===== src/abp_pkg.sv =====
`default_nettype none
package abp_pkg;

  // Square of full alpha: source alpha is src_alpha*opacity over this.
  localparam logic [15:0] ALPHA_SQ = 16'd65025;

  // Alpha rounds (2W + S) / (2S): multiply by ceil(2**42 / 130050), keep bits 42 up.
  // Exact for numerators below 2**25.
  localparam logic [25:0] ALPHA_RECIP = 26'd33818121;
  localparam int          ALPHA_SHIFT = 42;

  // Divider widths: numerator 2n+w, denominator 2w, 8-bit quotient.
  localparam int NUM_W = 33;
  localparam int DEN_W = 25;
  localparam int Q_W   = 8;

  // Configuration register indexes.
  localparam logic CFG_OPACITY  = 1'b0;
  localparam logic CFG_CHANNELS = 1'b1;

  typedef struct packed {
    logic [7:0] src_red;
    logic [7:0] src_green;
    logic [7:0] src_blue;
    logic [7:0] src_alpha;
    logic [7:0] dst_red;
    logic [7:0] dst_green;
    logic [7:0] dst_blue;
    logic [7:0] dst_alpha;
  } pix_in_t;

  typedef struct packed {
    logic [7:0] out_red;
    logic [7:0] out_green;
    logic [7:0] out_blue;
    logic [7:0] out_alpha;
    logic       pixel_written;
  } pix_out_t;

  // Per-pixel flags and raw pixel carried alongside the arithmetic.
  typedef struct packed {
    logic    copy;
    logic    ch2;
    logic    ch4;
    logic    wzero;
    pix_in_t pix;
  } side_t;

endpackage
`default_nettype wire


===== src/abp_divider.sv =====
`default_nettype none
// Restoring divider, one quotient bit per register stage.
// Requires num < den * 2**Q_W.
module abp_divider (
  input  wire logic                     clk,
  input  wire logic                     en,
  input  wire logic [abp_pkg::NUM_W-1:0] num,
  input  wire logic [abp_pkg::DEN_W-1:0] den,
  output logic      [abp_pkg::Q_W-1:0]   quot
);

  localparam int NW = abp_pkg::NUM_W;
  localparam int DW = abp_pkg::DEN_W;
  localparam int QW = abp_pkg::Q_W;

  logic [NW-1:0] rem [0:QW];
  logic [DW-1:0] dn  [0:QW];
  logic [QW-1:0] q   [0:QW];

  assign rem[0] = num;
  assign dn[0]  = den;
  assign q[0]   = '0;

  for (genvar k = 0; k < QW; k++) begin : g_step
    localparam int S = QW - 1 - k;
    logic [NW:0]   diff;
    logic [QW-1:0] q_next;

    assign diff = {1'b0, rem[k]} - ({{(NW + 1 - DW){1'b0}}, dn[k]} << S);

    always_comb begin
      q_next    = q[k];
      q_next[S] = ~diff[NW];
    end

    // Take the trial difference when it stays non-negative.
    always_ff @(posedge clk) begin
      if (en) begin
        rem[k+1] <= diff[NW] ? rem[k] : diff[NW-1:0];
        dn[k+1]  <= dn[k];
        q[k+1]   <= q_next;
      end
    end
  end

  assign quot = q[QW];

endmodule
`default_nettype wire


===== config.mk =====
export PLATFORM = sky130hd
export DESIGN_NAME = abp_divider
export DESIGN_NICKNAME = d
export VERILOG_FILES = /design/src/abp_pkg.sv /design/src/abp_divider.sv
export SDC_FILE = /design/constraint.sdc
export NUM_CORES = 1
export LEC_CHECK = 0
export CORE_ASPECT_RATIO = 0.75
export CORE_MARGIN = 2
export CORE_UTILIZATION = 55
export CTS_CLUSTER_SIZE = 25
export DETAILED_ROUTE_END_ITERATION = 16
export DONT_BUFFER_PORTS = 1
export GPL_ROUTABILITY_DRIVEN = 0
export PLACE_DENSITY = 0.7
export SYNTH_ARGS = -nofsm -noshare
export SYNTH_HDL_FRONTEND = slang
export SYNTH_SLANG_ARGS = --single-unit

===== constraint.sdc =====
create_clock -name clk -period 4.3 [get_ports clk]
set_input_delay 0.215 -clock clk [delete_from_list [all_inputs] [get_ports clk]]
set_output_delay 0.215 -clock clk [all_outputs]
set_load 0.05 [all_outputs]

==> reports/qor.yml, run 1 <==
timing:
  rsz0062_at_grt: "no"
  worstMarginPinSlew_ps: 844
  fin_setup_tns_ps: 0
  hold_viol: 14
  whs_ps: -117
  layout_min_cycle_time_ps: 3620
  layout_worst_path_cycle_share: 0.842
  finClkSkew_ps: 15.0
  setup-violations-final: 0
  slew_violations: 0
  clock.fmax_mhz: 276
  slew_headroom: 0.435
synthesis:
  yosysTopAreaCell: "edfxtp_1"
  synth_edf_count: 442
  syn-cell-area_mm2: 0.0256
  synth_compound_area_frac: 0.155
  netlist_instances: 2350
  ys_async_sr_fraction: 0
  yosys_warnings: 0
  ys_types: 89
  synth_commonest_cells: "edfxtp_1, inv_1, ha_1"
  synth_top_family_by_area: "compound AO/OA/AOI/OAI gates"
  synth.most_common_cell: "edfxtp_1"
  syn_avg_cell_area_um2: 10.9
  ys_seq_area_frac: 0.519
  synth_xor_area_frac: 0.0517
  synthFlopType: "edfxtp_1"
  synth_adder_area_share: 0.103
  synth_nets: 2616
  synthMuxAreaShare: 0.0165
  synth.area.top_cells: "edfxtp_1, ha_1, a21oi_1"
  synth-seq-cells: 442
  synth_top_area_frac: 0.519
  synth-simple-area-share: 0.109
worst_setup_path:
  ff2ff_setup_slack_ps: 680
  cp-endpoint: "rem[174]"
  required_ps: 4610
  worstPathMaxFanout: 22
  end_kind: "flip-flop"
  r2r_start: "rem[203]"
  crit_start: "rem[203]"
  reg2reg_to: "rem[174]"
  critPathKind: "flip-flop to flip-flop"
  ff2ff_path_depth: 11
  startpoint_type: "flip-flop"
  arrival_ps: 3930
detailed_routing:
  final_antenna_net_count: 0
  first_pass_iters: 6
  route.vias.total: 17000
  avgViaCountPerCell: 5.58
  finalWirelength_um: 46100
  drc: 0
  drtIter0Drc: 1238
  wire_per_inst_um: 15.1
die:
  boundaryPins: 68
  initial_core_util: 0.557
  core_area_mm2: 0.0459
  row_count: 68
  dieHeight_um: 191
  die-area_mm2: 0.0483
  die_w_um: 253
clock_tree:
  htreeDepth: 2
  numCtsBuffers: 46
  cts_tree: "done"
  clock_sinks: 442
  cts-resized-gates: 0
  cts_setup_buffers: 0
  cts-root-buf: "clkbuf_16"
  cts_hold_buf: 57
  max-clock-path-buffers: 3
  clk_latency_ps: 570
  clkTransAtPathRegs_ps: 60
grt:
  antenna_found_initial: 0
  grt_pass1_wl_um: 77000
  grt_max_degree: 443
  grt_use_total: 0.193
  grt_pass1_vias: 16300
  grt_overflow: 0
place:
  portBuffers: 0
  hpwl_um: 33100
run_status:
  violations: "hold timing"
  outcome: "finished, violations left"
worst_hold_path:
  hold_start: "en"
  hold_class: "input pin to flip-flop"
power_and_ir_drop:
  p_seq_frac: 0.395
  p_int_mw: 11.4
  p_comb_frac: 0.375
  clkPwrFrac: 0.230
  switching_share: 0.332
  power_density_mw_per_mm2: 602
  ir_drop_uv: 317
  p_sw_mw: 5.67
  p_leak_nw: 11.4
cells_and_area:
  layout.core_utilization: 0.616
  drive_gt1_frac: 0.0611
  multi_input_area_mm2: 0.0112
  syn_to_final_growth_pct: 10.6
  diodes: 0
  seqCellArea_mm2: 0.0133
  fillers: 3521
  final_nets: 2685
flow_run:
  drv_cap: 0
[worst max-delay path, cell delays in order, from the launching register on]
cell and delay [ps]:
edfxtp_1 350, inv_1 50, ha_1 220, fa_1 420
nor2b_1 190, o31ai_1 130, a211oi_2 290, o221ai_2 230
o31ai_2 420, nand4_1 240, nand3_2 410, mux2_2 400
[sequential cells by signal (all words and copies together) (netlist names)]
name	cells
rem	231
dn	175
g_step.q_next	28
quot	8
[worst min path at each step]
stage | cells past startpoint | endpoint | slack (ps)
floorplan | 0 | dn[175] | 310
detailed placement | 0 | rem[232] | 310
finish | 0 | g_step[3].q_next[6] | -120
global route | 0 | g_step[3].q_next[6] | -150
global placement | 0 | rem[231] | 310
CTS | 0 | rem[239] | -210
[per-layer routing]
layer  vias to the layer above  GRT usage  share of wire
met5                         -          0              0
met4                         0     0.0630          0.026
met3                        92     0.0300          0.048
met2                       478      0.315           0.45
met1                      7752      0.266           0.48
li1                       8705          -              -
[through the flow]
step                setup WS, ps  cell area [um2]  std cells  power (mW)
floorplan                   1190            25600       2350        11.7
global placement             785            26200       2908        12.8
detailed placement           696            26200       2908        13.0
CTS                          681            28300       3049        17.1
global route                 470            28300       3050        18.2
finish                       680            28300       3050        17.1
[placed cells by master (no fill, tap or decap), types with 34 or more instances in the layout]
| master | Yosys | routed |
|---|---|---|
| inv_1 | 247 | 247 |
| nand3_1 | 34 | 34 |
| a21o_1 | 76 | 76 |
| nor2_1 | 152 | 152 |
| clkbuf_16 | 0 | 47 |
| edfxtp_1 | 442 | 442 |
| nand2_1 | 174 | 174 |
| o21ai_0 | 187 | 187 |
| a21oi_1 | 196 | 196 |
| dlygate4sd3_1 | 0 | 57 |
| ha_1 | 199 | 199 |
| xnor2_1 | 80 | 80 |
| nand2b_1 | 38 | 38 |
| xor2_1 | 71 | 71 |
| nor3_1 | 35 | 35 |
[area by class of cell]
type	count	share of cell area
clock buffers	56	0.0427
clock inverters	28	0.0102
inverters	247	0.0327
multi-input cells	1608	0.394
flip-flops and latches	442	0.469
well taps	595	0.0263
repair buffers	74	0.0254
[kinds of logic (layout without fill, tap and decap cells)]
logic type	count (synthesis)	in the layout
AO/OA/AOI/OAI	637	637
AND/OR/NAND/NOR	576	576
flip-flops	442	442
buffers and inverters	300	405
adder cells (fa/ha/maj)	206	206
XOR/XNOR	151	151
multiplexers	38	38
[power groups by stage]
stage	sequential (mW)	combinational (mW)	clock, mW
final	6.75	6.39	3.92
after global placement	6.82	6.00	0
after floorplan	6.57	5.16	0
after CTS	6.73	6.29	4.04
after detailed placement	6.81	6.21	0
after global routing	6.85	7.19	4.20
Note: power is estimated with default switching activity, not from simulation.
==> run 2: changes to the inputs <==
Settings changed: PLACE_DENSITY 0.7 to 0.73.
Clock period 4.3 ns to 3 ns, I/O delays scaled along.
==> reports/qor.yml, run 2 (synthesized netlist as in run 1, its figures left out) <==
clock_tree:
  cts-root-buf: "clkbuf_16"  # unchanged
  numCtsBuffers: 45  # was 46
  htreeDepth: 2  # unchanged
  clkTransAtPathRegs_ps: 60  # about the same
  max-clock-path-buffers: 3  # unchanged
  cts_hold_buf: 58  # was 57
  clock_sinks: 442  # unchanged
  cts_tree: "done"  # unchanged
  clk_latency_ps: 560  # was 570 ps
run_status:
  violations: "hold timing, slew limit, setup timing"  # was hold timing
  outcome: "finished, violations left"  # unchanged
cells_and_area:
  largest_register_ffs: 231  # unchanged
  largest-register: "rem"  # unchanged
  fillers: 3232  # was 3521
  diodes: 0  # unchanged
  syn_to_final_growth_pct: 21.7  # was 10.6%
  final_cell_mix: "edfxtp_1, inv_1, buf_4, ha_1, a21oi_1"  # was edfxtp_1, inv_1, ha_1, a21oi_1, o21ai_0
  final_nets: 2917  # was 2685
  layout_commonest_cell: "edfxtp_1"  # unchanged
  drive_gt1_frac: 0.194  # was 0.0611
  stdcell_area_mm2: 0.0311  # was 0.0283 mm2
power_and_ir_drop:
  p_int_mw: 17.6  # was 11.4 mW
  p_sw_mw: 8.91  # was 5.67 mW
  p_leak_nw: 12.8  # was 11.4 nW
  p_seq_frac: 0.367  # was 0.395
  clkPwrFrac: 0.205  # was 0.230
  power_density_mw_per_mm2: 852  # was 602 mW/mm2
  p_total_mw: 26.5  # was 17.1 mW
  p_comb_frac: 0.428  # was 0.375
  switching_share: 0.336  # was 0.332
  ir_drop_uv: 422  # was 317 uV
worst_setup_path:
  crit_buf_inv: 2  # was 1
  path_cells: "ha_4 > o21ai_2 > nor3_4 > o31ai_2 > buf_4 > a211o_1 > o211ai_1 > a41oi_2 > and3b_2 > clkbuf_16 > a2111oi_2 > a21o_1"  # was inv_1 > ha_1 > fa_1 > nor2b_1 > o31ai_1 > a211oi_2 > o221ai_2 > o31ai_2 > nand4_1 > nand3_2 > mux2_2
  cpMaxStageDelayCell: "edfxtp_1"  # was fa_1
  ff2ff_path_depth: 12  # was 11
  arrival_ps: 3520  # was 3930 ps
  ff2ff_setup_slack_ps: -110  # was 680 ps
  r2r_start: "rem[242]"  # was rem[203]
  worstPathMaxFanout: 5  # was 22
  reg2reg_to: "rem[228]"  # was rem[174]
  critPathKind: "flip-flop to flip-flop"  # unchanged
  crit_start: "rem[242]"  # was rem[203]
  cp_top_family: "compound AO/OA/AOI/OAI gates"  # unchanged
  required_ps: 3410  # was 4610 ps
  startpoint_type: "flip-flop"  # unchanged
  end_kind: "flip-flop"  # unchanged
  slowest_delay_ps: 440  # was 420 ps
die:
  core_area_mm2: 0.0459  # unchanged
  row_count: 68  # unchanged
  dieHeight_um: 191  # unchanged
  initial_core_util: 0.557  # unchanged
  die-area_mm2: 0.0483  # unchanged
  die_w_um: 253  # unchanged
  boundaryPins: 68  # unchanged
place:
  dpl_cell_area_mm2: 0.0275  # was 0.0262 mm2
  hpwl_um: 35200  # was 33100 um
  portBuffers: 0  # unchanged
  post-place-ws_ps: -257  # was 696 ps
flow_run:
  drv_cap: 0  # unchanged
timing:
  worstMarginPinSlew_ps: 1700  # was 844 ps
  setup-violations-final: 18  # was 0
  fin_setup_tns_ps: -578  # was 0 ps
  whs_ps: -235  # was -117 ps
  hold_viol: 56  # was 14
  clock.fmax_mhz: 321  # was 276 MHz
  slew_violations: 113  # was 0
  rsz0062_at_grt: "yes"  # was no
  fin_ws_ps: -113  # was 680 ps
  layout_min_cycle_time_ps: 3110  # was 3620 ps
  slew_headroom: -0.132  # was 0.435
  layout_worst_path_cycle_share: 1.04  # was 0.842
  finClkSkew_ps: 24.6  # was 15.0 ps
grt:
  grt_overflow: 0  # unchanged
  grt_use_total: 0.208  # was 0.193
  grt_max_degree: 443  # unchanged
  grt_pass1_wl_um: 83100  # was 77000 um
  antenna_found_initial: 0  # unchanged
  grt_pass1_vias: 17800  # was 16300
detailed_routing:
  avgViaCountPerCell: 5.60  # was 5.58
  final_antenna_net_count: 0  # unchanged
  first_pass_iters: 5  # was 6
  drtIter0Drc: 1370  # was 1238
  drc: 0  # unchanged
  route.vias.total: 18300  # was 17000
  finalWirelength_um: 52300  # was 46100 um
  wire_per_inst_um: 16.0  # was 15.1 um
worst_hold_path:
  holdPathEnd: "dn[177]"  # was g_step[3].q_next[6]
  hold_start: "en"  # unchanged
  hold_class: "input pin to flip-flop"  # unchanged
  min_path_cells: 0  # unchanged
[run 2: cell count changes in the layout (fill, tap and decap cells not counted), moves of 10 or more]
| cell | delta |
|---|---|
| buf_4 | +202 |
| o21ai_0 | -30 |
| ha_1 | -24 |
| a21oi_1 | -22 |
| a21oi_2 | +22 |
| o21ai_1 | +17 |
| ha_4 | +15 |
| o21ai_2 | +14 |
| buf_6 | +13 |
| mux2_4 | +11 |
| mux2_2 | -10 |
[run 2: worst max-delay path by stage]
stage	endpoint	cells after the start
2_1_floorplan	rem[189]	11
3_3_place_gp	rem[230]	13
3_5_place_dp	rem[228]	13
4_1_cts	rem[174]	11
5_1_grt	rem[228]	14
6_report	rem[228]	12
[run 2: per-stage QoR]
stage | cells | util
after floorplan | 2350 | -
after global placement | 3067 | 0.598
after detailed placement | 3067 | 0.598
after CTS | 3216 | 0.650
after global routing | 3276 | 0.678
final | 3276 | 0.678
[run 2: area by class of cell]
| type | instances | area [um2] | share of cell area |
|---|---|---|---|
| Clock buffer | 52 | 1170 | 0.0377 |
| Timing Repair Buffer | 306 | 2720 | 0.0873 |
| Inverter | 247 | 927 | 0.0298 |
| Clock inverter | 25 | 258 | 0.00828 |
| Multi-Input combinational cell | 1609 | 12000 | 0.387 |
| Tap cell | 595 | 744 | 0.0239 |
| Sequential cell | 442 | 13300 | 0.426 |
[run 2: layer usage]
| metal | vias up | share of wire | global-route usage |
|---|---|---|---|
| li1 | 9176 | - | - |
| met1 | 8558 | 0.45 | 0.278 |
| met2 | 494 | 0.48 | 0.344 |
| met3 | 110 | 0.044 | 0.0300 |
| met4 | 0 | 0.033 | 0.0826 |
| met5 | - | 0 | 0 |
[run 2: power groups by stage]
| stage | Clock (mW) | Sequential (mW) | Combinational (mW) |
|---|---|---|---|
| finish | 5.43 | 9.75 | 11.4 |
| global placement | 0 | 9.75 | 9.51 |
| detailed placement | 0 | 9.78 | 9.87 |
| floorplan | 0 | 9.42 | 7.41 |
| global route | 5.84 | 9.88 | 12.6 |
| CTS | 5.58 | 9.68 | 10.3 |
[run 2: repair_timing]
action,4_1_cts,5_1_grt
gates cloned,1,7
endpoints found under the setup margin,96,179
hold endpoints to repair,500,126
pin swaps,32,67
buffers inserted,13,56
gates resized for setup,44,180
[run 2: worst reg2reg max path, cell delays in order (launching register included)]
cell and delay [ps]:
edfxtp_1 440, ha_4 330, o21ai_2 80, nor3_4 210
o31ai_2 90, buf_4 150, a211o_1 320, o211ai_1 200
a41oi_2 180, and3b_2 280, clkbuf_16 180, a2111oi_2 370
a21o_1 140
==> run 3: changes to the inputs <==
Settings changed: CORE_UTILIZATION 55 to 40, PLACE_DENSITY 0.73 to unset.
==> reports/qor.yml, run 3 (synthesized netlist as in run 1, its figures left out) <==
cells_and_area:
  final_nets: 2938  # was 2917
  largest_register_ffs: 231  # unchanged
  final_cell_mix: "edfxtp_1, inv_1, buf_4, ha_1"  # was edfxtp_1, inv_1, buf_4, ha_1, a21oi_1
  largest-register: "rem"  # unchanged
  fillers: 5499  # was 3232
  multi_input_area_mm2: 0.0121  # was 0.0120 mm2
  diodes: 0  # unchanged
  drive_gt1_frac: 0.197  # was 0.194
  seqCellArea_mm2: 0.0133  # unchanged
  layout_commonest_cell: "edfxtp_1"  # unchanged
  syn_to_final_growth_pct: 24.0  # was 21.7%
  layout.core_utilization: 0.500  # was 0.678
  stdcell_area_mm2: 0.0317  # was 0.0311 mm2
place:
  dpl_cell_area_mm2: 0.0279  # was 0.0275 mm2
  post-place-ws_ps: -238  # was -257 ps
  hpwl_um: 37000  # was 35200 um
  portBuffers: 0  # unchanged
worst_setup_path:
  required_ps: 3340  # was 3410 ps
  slowest_delay_ps: 390  # was 440 ps
  reg2reg_to: "rem[174]"  # was rem[228]
  ff2ff_setup_slack_ps: -110  # about the same
  startpoint_type: "flip-flop"  # unchanged
  r2r_start: "dn[150]"  # was rem[242]
  end_kind: "flip-flop"  # unchanged
  crit_start: "dn[150]"  # was rem[242]
  critPathKind: "flip-flop to flip-flop"  # unchanged
  cpMaxStageDelayCell: "edfxtp_1"  # unchanged
  cp-endpoint: "rem[174]"  # was rem[228]
  crit_top_cell: "o31ai_4"
  worstPathMaxFanout: 5  # unchanged
  ff2ff_path_depth: 11  # was 12
  path_cells: "ha_2 > fa_2 > nor2b_4 > o31ai_4 > a211oi_4 > o221ai_4 > o31ai_4 > nand4_1 > nand3_4 > clkbuf_16 > mux2_4"  # was ha_4 > o21ai_2 > nor3_4 > o31ai_2 > buf_4 > a211o_1 > o211ai_1 > a41oi_2 > and3b_2 > clkbuf_16 > a2111oi_2 > a21o_1
  arrival_ps: 3450  # was 3520 ps
timing:
  layout_worst_path_cycle_share: 1.04  # about the same
  fin_setup_tns_ps: -1090  # was -578 ps
  rsz0062_at_grt: "yes"  # unchanged
  setup-violations-final: 20  # was 18
  clock.fmax_mhz: 321  # about the same
  worstMarginPinSlew_ps: 894  # was 1700 ps
  slew_headroom: 0.404  # was -0.132
  slew_violations: 0  # was 113
  finClkSkew_ps: 22.1  # was 24.6 ps
  fin_ws_ps: -112  # was -113 ps
  layout_min_cycle_time_ps: 3110  # about the same
  whs_ps: -297  # was -235 ps
  hold_viol: 134  # was 56
clock_tree:
  htreeDepth: 2  # unchanged
  clk_latency_ps: 580  # was 560 ps
  cts_hold_buf: 58  # unchanged
  cts-root-buf: "clkbuf_16"  # unchanged
  numCtsBuffers: 47  # was 45
  max-clock-path-buffers: 3  # unchanged
  clock_sinks: 442  # unchanged
  cts_tree: "done"  # unchanged
  clkTransAtPathRegs_ps: 60  # about the same
die:
  row_count: 80  # was 68
  boundaryPins: 68  # unchanged
  dieHeight_um: 223  # was 191 um
  die_w_um: 296  # was 253 um
  core_area_mm2: 0.0635  # was 0.0459 mm2
  initial_core_util: 0.403  # was 0.557
  die-area_mm2: 0.0660  # was 0.0483 mm2
detailed_routing:
  finalWirelength_um: 54200  # was 52300 um
  drc: 0  # unchanged
  wire_per_inst_um: 15.2  # was 16.0 um
  drtIter0Drc: 1055  # was 1370
  first_pass_iters: 5  # unchanged
  final_antenna_net_count: 0  # unchanged
  avgViaCountPerCell: 5.13  # was 5.60
  route.vias.total: 18300  # about the same
power_and_ir_drop:
  ir_drop_uv: 433  # was 422 uV
  p_leak_nw: 12.9  # was 12.8 nW
  power_density_mw_per_mm2: 846  # was 852 mW/mm2
grt:
  grt_use_total: 0.159  # was 0.208
  grt_pass1_vias: 18000  # was 17800
  grt_pass1_wl_um: 87000  # was 83100 um
  grt_max_degree: 443  # unchanged
  grt_overflow: 0  # unchanged
  antenna_found_initial: 0  # unchanged
worst_hold_path:
  hold_class: "input pin to flip-flop"  # unchanged
flow_run:
  drv_cap: 0  # unchanged
run_status:
  outcome: "finished, violations left"  # unchanged
  violations: "hold timing, setup timing"  # was hold timing, slew limit, setup timing
-- run 3: cell count changes in the layout (fill, tap and decap cells not counted), moves of 6 or more --
cell | previous run | this run
a21oi_1 | 174 | 164
a21oi_2 | 24 | 31
buf_4 | 218 | 230
clkbuf_1 | 6 | 15
ha_1 | 175 | 184
inv_1 | 239 | 245
inv_2 | 8 | 2
nand2_1 | 170 | 164
nand2_2 | 3 | 10
o21ai_0 | 157 | 134
o21ai_1 | 20 | 48
o21ai_2 | 15 | 9
-- run 3: through the flow --
| step | std cells | total power, mW |
|---|---|---|
| final | 3568 | 26.9 |
| after detailed placement | 3350 | 19.8 |
| after CTS | 3517 | 25.9 |
| after global routing | 3568 | 28.7 |
| after global placement | 3350 | 19.6 |
| after floorplan | 2350 | 16.8 |
-- run 3: timing repair --
item / 4_1_cts / 5_1_grt
endpoints found under the hold margin: 500 / 442
endpoints found under the setup margin: 97 / 184
pin swaps: 29 / 47
resized for setup: 42 / 222
cloned: 1 / 11
setup buffers: 24 / 41
-- run 3: area by class of cell --
type                            instances  area share
Multi-Input combinational cell       1609       0.381
Inverter                              247      0.0292
Tap cell                              861      0.0339
Sequential cell                       442       0.418
Clock buffer                           64      0.0404
Timing Repair Buffer                  325      0.0921
Clock inverter                         20     0.00532
-- run 3: metal layers --
metal / part of all wire / track usage
met5: 0 / 0
met4: 0.033 / 0.0544
met2: 0.45 / 0.252
met3: 0.045 / 0.0252
met1: 0.47 / 0.221
-- run 3: critical path, delay by kind of cell (launching register included) --
family	cells	cell delay (ps)
AOI/OAI and AO/OA	4	830
and+or+nand+nor	3	580
adders and majority gates	2	580
DFF	1	390
muxes	1	290
buffers and inverters	1	180
-- run 3: worst min path at each step --
| stage | endpoint | from | cells past startpoint |
|---|---|---|---|
| after global placement | rem[232] | num[1] | 0 |
| after global routing | rem[34] | en | 0 |
| after CTS | dn[39] | en | 0 |
| final | dn[26] | en | 0 |
| after floorplan | dn[175] | den[0] | 0 |
| after detailed placement | rem[234] | num[3] | 0 |
-- run 3: power by group --
| group | internal (mW) | switching [mW] | total (mW) |
|---|---|---|---|
| logic | 5.73 | 5.85 | 11.6 |
| registers | 8.82 | 0.930 | 9.75 |
| clock network | 3.23 | 2.30 | 5.53 |
| total | 17.8 | 9.08 | 26.9 |
